[src/hdl/tfp_pkg.sv]
// ----------------------------------------------------------------------------
// tfp_pkg
// Shared constants, types and the CRC-8 step function of the tag frame parser.
// ----------------------------------------------------------------------------
package tfp_pkg;

    localparam logic [7:0] PREAMBLE_BYTE = 8'hAA;
    localparam logic [7:0] HIGH_MASK     = 8'h1F;
    localparam logic [7:0] CRC_POLY      = 8'h31;
    localparam logic [7:0] CRC_INIT      = 8'hFF;
    localparam logic [7:0] CRC_TOP       = 8'h80;

    localparam int ID_W   = 16;

    // Result of one parser step: a found frame and its ID.
    typedef struct packed {
        logic            hit;
        logic [ID_W-1:0] id;
    } t_tfp_result;

    // One byte through the CRC-8 register, most significant bit first.
    function automatic logic [7:0] crc8_feed(input logic [7:0] acc, input logic [7:0] data);
        logic [7:0] c;
        c = acc ^ data;
        for (int k = 0; k < 8; k++) begin
            if ((c & CRC_TOP) != 8'h00) begin
                c = {c[6:0], 1'b0} ^ CRC_POLY;
            end else begin
                c = {c[6:0], 1'b0};
            end
        end
        return c;
    endfunction

endpackage

[src/hdl/tfp_parser.sv]
// ----------------------------------------------------------------------------
// tfp_parser
// Frame state machine: preamble hunt, ID capture, CRC-8 and XOR checks.
// ----------------------------------------------------------------------------
module tfp_parser (
    input  logic                      i_clk,
    input  logic                      i_rst_n,
    input  logic                      i_step,
    input  logic [7:0]                i_byte,
    output tfp_pkg::t_tfp_result      o_result
);
    import tfp_pkg::*;

    typedef enum logic [2:0] {
        S_HUNT = 3'd0,
        S_PRE2 = 3'd1,
        S_SKIP = 3'd2,
        S_LOW  = 3'd3,
        S_CRC  = 3'd4,
        S_XOR  = 3'd5
    } t_phase;

    t_phase      r_phase, n_phase;
    logic [7:0]  r_xor, n_xor;
    logic [7:0]  r_crc, n_crc;
    logic [15:0] r_id, n_id;

    // The CRC is carried one byte at a time: after the high byte the register
    // holds the partial CRC, after the low byte the full value.
    always_comb begin
        n_phase     = r_phase;
        n_xor       = r_xor;
        n_crc       = r_crc;
        n_id        = r_id;
        o_result.hit = 1'b0;
        o_result.id  = r_id;
        unique case (r_phase)
            S_HUNT: begin
                if (i_byte == PREAMBLE_BYTE) n_phase = S_PRE2;
            end
            S_PRE2: begin
                n_phase = (i_byte == PREAMBLE_BYTE) ? S_SKIP : S_HUNT;
            end
            S_SKIP: begin
                if (i_byte != PREAMBLE_BYTE) begin
                    n_xor   = i_byte & HIGH_MASK;
                    n_crc   = crc8_feed(CRC_INIT, i_byte & HIGH_MASK);
                    n_id    = {i_byte, 8'h00};
                    n_phase = S_LOW;
                end
            end
            S_LOW: begin
                n_xor   = r_xor ^ i_byte;
                n_crc   = crc8_feed(r_crc, i_byte);
                n_id    = {r_id[15:8], i_byte};
                n_phase = S_CRC;
            end
            S_CRC: begin
                n_xor   = r_xor ^ i_byte;
                n_phase = (r_crc == i_byte) ? S_XOR : S_HUNT;
            end
            S_XOR: begin
                o_result.hit = (r_xor == i_byte);
                n_phase      = S_HUNT;
            end
            default: begin
                n_phase = S_HUNT;
            end
        endcase
        if (!i_step) o_result.hit = 1'b0;
    end

    always_ff @(posedge i_clk) begin
        if (!i_rst_n) begin
            r_phase <= S_HUNT;
            r_xor   <= 8'h00;
            r_crc   <= 8'h00;
            r_id    <= 16'h0000;
        end else if (i_step) begin
            r_phase <= n_phase;
            r_xor   <= n_xor;
            r_crc   <= n_crc;
            r_id    <= n_id;
        end
    end

endmodule

[src/hdl/tag_frame_parser_crc8_top.sv]
// ----------------------------------------------------------------------------
// tag_frame_parser_crc8_top
// Tag frame parser: input register, frame state machine, result register.
// ----------------------------------------------------------------------------
// Path: a byte is held in the input register; the ID of a good frame is
// taken into the result register when its XOR byte steps the parser.
// Throughput: one byte per cycle while the result slot is free or is being emptied.
// Reset: synchronous, active low; clears both valid flags and the parser
// back to the preamble hunt.
module tag_frame_parser_crc8_top (
    input  logic        i_clk,
    input  logic        i_rst_n,
    input  logic        i_s_axis_tvalid,
    output logic        o_s_axis_tready,
    input  logic [7:0]  i_s_axis_tdata,   // [7:0] rx_byte
    output logic        o_m_axis_tvalid,
    input  logic        i_m_axis_tready,
    output logic [15:0] o_m_axis_tdata    // [15:0] tag_id
);
    import tfp_pkg::*;

    logic        r_in_valid;
    logic [7:0]  r_in_byte;
    logic        r_out_valid;
    logic [15:0] r_out_id;
    logic        w_advance;
    t_tfp_result w_result;

    // The held byte moves through the parser when the result slot is free
    // or is being emptied in the same cycle.
    assign w_advance       = r_in_valid && (!r_out_valid || i_m_axis_tready);
    assign o_s_axis_tready = !r_in_valid || w_advance;

    tfp_parser u_parser (
        .i_clk    (i_clk),
        .i_rst_n  (i_rst_n),
        .i_step   (w_advance),
        .i_byte   (r_in_byte),
        .o_result (w_result)
    );

    always_ff @(posedge i_clk) begin
        if (!i_rst_n) begin
            r_in_valid  <= 1'b0;
            r_out_valid <= 1'b0;
        end else begin
            if (o_s_axis_tready) begin
                r_in_valid <= i_s_axis_tvalid;
            end
            if (w_advance && w_result.hit) begin
                r_out_valid <= 1'b1;
            end else if (i_m_axis_tready) begin
                r_out_valid <= 1'b0;
            end
        end
    end

    always_ff @(posedge i_clk) begin
        if (o_s_axis_tready && i_s_axis_tvalid) begin
            r_in_byte <= i_s_axis_tdata;
        end
        if (w_advance && w_result.hit) begin
            r_out_id <= w_result.id;
        end
    end

    assign o_m_axis_tvalid = r_out_valid;
    assign o_m_axis_tdata  = r_out_id;

    // A result is only raised by a parser step that found a frame.
    a_out_source: assert property (@(posedge i_clk) disable iff (!i_rst_n)
        $rose(r_out_valid) |-> $past(w_advance && w_result.hit))
        else $error("result raised without a finished frame");

    // A held byte that cannot advance stays in the input register.
    a_in_hold: assert property (@(posedge i_clk) disable iff (!i_rst_n)
        (r_in_valid && !w_advance) |=> (r_in_valid && $stable(r_in_byte)))
        else $error("stalled input byte lost");

    // The parser never steps without a held byte.
    a_step_valid: assert property (@(posedge i_clk) disable iff (!i_rst_n)
        w_advance |-> r_in_valid)
        else $error("parser stepped without a byte");

    // A stalled result is never overwritten by a new frame.
    a_no_overrun: assert property (@(posedge i_clk) disable iff (!i_rst_n)
        (r_out_valid && !i_m_axis_tready) |-> !w_advance)
        else $error("result overrun");

endmodule

[config.mk]
export PLATFORM = sky130hd
export DESIGN_NAME = tag_frame_parser_crc8_top
export DESIGN_NICKNAME = d
export VERILOG_FILES = /design/src/hdl/tfp_pkg.sv /design/src/hdl/tfp_parser.sv /design/src/hdl/tag_frame_parser_crc8_top.sv
export SDC_FILE = /design/constraint.sdc
export NUM_CORES = 1
export LEC_CHECK = 0
export BUFFER_PORTS_ARGS = -buffer_cell sky130_fd_sc_hd__buf_2
export CORE_MARGIN = 2
export CORE_UTILIZATION = 58
export DETAILED_ROUTE_END_ITERATION = 10
export GPL_TIMING_DRIVEN = 0
export PLACE_DENSITY = 0.79
export REMOVE_ABC_BUFFERS = 1
export SLEW_MARGIN = 20
export SYNTH_ARGS = -nofsm -noshare
export SYNTH_HDL_FRONTEND = slang
export SYNTH_SLANG_ARGS = --single-unit
[constraint.sdc]
create_clock -name i_clk -period 3 [get_ports i_clk]
set_clock_uncertainty 0.15 [all_clocks]
set_input_delay 0.3 -clock i_clk [delete_from_list [all_inputs] [get_ports i_clk]]
set_output_delay 0.3 -clock i_clk [all_outputs]
set_load 0.01 [all_outputs]
==> flow_metrics.env <==
export IMPL_area_growth_pct=16.7
export IMPL_synth_compound_area_frac=0.127
export IMPL_fmax_ghz=0.367
export IMPL_nets=322
export IMPL_placed_area_sq_um=3020
export IMPL_drt_iter0_drc=193
export IMPL_yosys_warnings=0
export IMPL_detail_route_antenna_nets=0
export IMPL_vias=2157
export IMPL_dieArea_sq_um=5500
export IMPL_setup_viol=0
export IMPL_die_h_microns=74.2
export IMPL_place_congestion=0.855
export IMPL_fin_crit_sh=0.909
export IMPL_worst_slew_pin_slew_ns=1.08
export IMPL_die_width_microns=74.2
export IMPL_maxSlewViolCount=0
export IMPL_rsz0062_at_grt="no"
export IMPL_ioPinCount=30
export IMPL_ys_top_cells_by_area="dfxtp_1, edfxtp_1, xnor2_1, nor2_1, xor2_1"
export IMPL_rows=25
export IMPL_crit_fanout=12
export IMPL_overflow=0
export IMPL_hpwl_mm=3.89
export IMPL_ff2ff_setup_slack_ns=0.27
export IMPL_worstPathCellList="inv_1, ha_1, nor4bb_1, and3_1, a21o_1, a21oi_1, a31oi_1"
export IMPL_use_met1=0.323
export IMPL_grt_max_degree=34
export IMPL_core_area_sq_um=4720
export IMPL_cts_root_buf="clkbuf_8"
export IMPL_setup_ws_ns=0.274
export IMPL_min_delay_path_depth=3
export IMPL_synth_fa_ha_area_frac=0.00438
export IMPL_status="complete, no violations"
export IMPL_postSynthCellCount=277
export IMPL_dr_pass1_iters=4
export IMPL_clkTransAtPathRegs_ns=0.07
export IMPL_met3_usage=0.0488
export IMPL_port_buffers=29
export IMPL_r2r_end="u_parser.r_crc[5]"
export IMPL_detail_route_wl_per_cell_microns=16.7
export IMPL_crit_buf_inv=1
export IMPL_synthSimpleGateAreaFrac=0.144
export IMPL_syn_area_sq_um=2860
export IMPL_whs_ns=0.0314
export IMPL_grt_pass1_wl_mm=10.2
export IMPL_slew_limit_headroom=0.278
export IMPL_yosys_area_top_type="dfxtp_1"
export IMPL_synth_top_family_by_area="XOR/XNOR gates"
export IMPL_worstHoldPathType="in2reg"
export IMPL_worstPathRequired_ns=3.10
export IMPL_crit_path_start_kind="flip-flop"
export IMPL_antenna_cells=0
export IMPL_cts_buffers=9
export IMPL_ys_flop_type="dfxtp_1"
export IMPL_hold_end="r_in_valid"
export IMPL_arrival_ns=2.83
export IMPL_cts_sinks=61
export IMPL_pre_cts_slack_ns=0.171
export IMPL_routed_wl_mm=6.38
export IMPL_ir_worst_vdd_v=0.000415
export IMPL_grt_antenna_before_repair=0
export IMPL_min_from="i_s_axis_tvalid"
export IMPL_synth_edf_count=24
export IMPL_post_route_util=0.706
export IMPL_min_period_ns=2.73
export IMPL_vias_per_cell=5.66
export IMPL_track_usage=0.252
export IMPL_hold_violations=0
export IMPL_cpPeakStageDelay_ns=0.57
export IMPL_cts_tree="built"
export IMPL_syn_area_per_cell_sq_um=10.3
export IMPL_reg2reg_depth=7
export IMPL_critPathCaptureType="flip-flop"
export IMPL_final_area_sq_um=3330
export IMPL_synth_async_reset_ratio=0
export IMPL_multi_input_area_sq_um=1310
export IMPL_power_density_nw_per_um2=541
export IMPL_h_tree_depth=3
export IMPL_worst_path_max_delay_cell="edfxtp_1"
export IMPL_path_class="reg2reg"
export IMPL_power_uw=1800
export IMPL_grt_pass1_vias=2096
export IMPL_clockBufferDepth=2
export IMPL_power_leakage_uw=0.00113
export IMPL_drive_above_1_share=0.162
export IMPL_n_fill_cell=359
export IMPL_use_met2=0.423
export IMPL_cp_top_family="compound AO/OA/AOI/OAI gates"
export IMPL_insertion_delay_ns=0.35
export IMPL_cap_viol_max_count=0
export IMPL_synth_ff_latch_count=61
export IMPL_top_usage_layer="met2"
export IMPL_regToRegStartpoint="r_in_byte[2]"
export IMPL_drc=0
export IMPL_synth_top_cell_area_share=0.259
export IMPL_ys_seq_area_frac=0.512
export IMPL_start_util=0.605
export IMPL_ff_latch_area_sq_um=1460
export IMPL_synth_distinct_cells=46
export IMPL_synth_area_mux_share=0.0315
export IMPL_synth_xor_area_share=0.148
==> report_power, final <==
| part | internal [uW] | total [uW] | switching [uW] |
|---|---|---|---|
| combinational | 63.5 | 125 | 61.9 |
| clock | 464 | 781 | 317 |
| sequential | 868 | 897 | 29.0 |
| total | 1390 | 1800 | 408 |
==> logic make-up after synthesis <==
logic type	after synthesis
AND/OR/NAND/NOR	85
AO/OA/AOI/OAI	56
multiplexers	9
XOR/XNOR	41
buffers and inverters	24
flip-flops	61
adder cells (fa/ha/maj)	1
==> synth_stat cells, types with 3 or more instances <==
cell type and number:
nand2b_1 3, xnor2_1 24, nand2_1 14, dfxtp_1 37, a21oi_1 15, and2_1 3, a22oi_1 8, nand3b_1 5
edfxtp_1 24, nand3_1 5, xor2_1 12, clkbuf_1 17, nand4_1 4, o21ai_0 12, nor2_1 36, mux2i_1 9
inv_1 4, nor3_1 4, nor2b_1 4, a211oi_1 3
==> cell type report <==
class                      instances  area share
clock buffer                      11      0.0394
clock inverter                     5      0.0229
inverter                           4     0.00450
multi-input combinational        192       0.392
sequential                        61       0.438
tap                               67      0.0251
timing repair buffer              41      0.0777
==> worst max path at each step <==
| stage | startpoint | to | slack, ns | cells past startpoint |
|---|---|---|---|---|
| after floorplan | r_in_byte[1] | o_m_axis_tdata[0] | 0.41 | 3 |
| after global placement | i_m_axis_tready | o_m_axis_tdata[6] | -0.45 | 5 |
| after CTS | r_in_byte[2] | u_parser.r_crc[7] | 0.10 | 7 |
| after global routing | r_in_byte[2] | u_parser.r_xor[1] | 0.08 | 7 |
| after detailed placement | r_in_byte[3] | u_parser.r_xor[1] | 0.17 | 6 |
| final | r_in_byte[2] | u_parser.r_crc[5] | 0.27 | 7 |
==> registers in the layout, indices dropped and copies added, names as in the netlist <==
name,flops
o_m_axis_tdata,16
o_m_axis_tvalid,1
r_in_byte,8
r_in_valid,1
u_parser.r_crc,8
u_parser.r_id,16
u_parser.r_phase,3
u_parser.r_xor,8
==> layer usage <==
| layer | wire [microns] | up-vias | part of all wire |
|---|---|---|---|
| met5 | 0 | - | 0 |
| met4 | 97 | 0 | 0.015 |
| met3 | 331 | 9 | 0.052 |
| met2 | 3280 | 66 | 0.51 |
| met1 | 2670 | 1039 | 0.42 |
| li1 | - | 1043 | - |
==> cells in the final DEF (no fill, tap or decap), types with 5 or more instances in the layout <==
cell	Yosys	layout
mux2i_1	9	9
buf_2	2	29
edfxtp_1	24	24
dfxtp_1	37	37
nand2_1	14	14
nand3_1	5	5
xor2_1	12	12
nand3b_1	5	5
o21ai_0	12	12
a21oi_1	15	14
clkbuf_8	0	9
a22oi_1	8	8
xnor2_1	24	24
dlygate4sd3_1	0	8
nor2_1	36	36
==> through the flow <==
step,cells,TNS (ns)
after global placement,353,-7.43
after CTS,378,0
after floorplan,257,0
final,381,0
after global routing,381,0
after detailed placement,354,0
==> what timing repair did <==
| action | 4_1_cts | 5_1_grt |
|---|---|---|
| hold buffers | 8 | 0 |
| buffers inserted | 0 | 3 |
| endpoints found under the setup margin | 0 | 5 |
| endpoints found under the hold margin | 8 | 0 |
| resized for setup | 0 | 1 |
==> worst min-delay path: cells and delay by family <==
| kind | cells | cell delay (ns) |
|---|---|---|
| compound gates | 1 | 0.03 |
| simple gates | 1 | 0.07 |
| buf+inv | 1 | 0.09 |
Power figures use the tool's default switching activity.
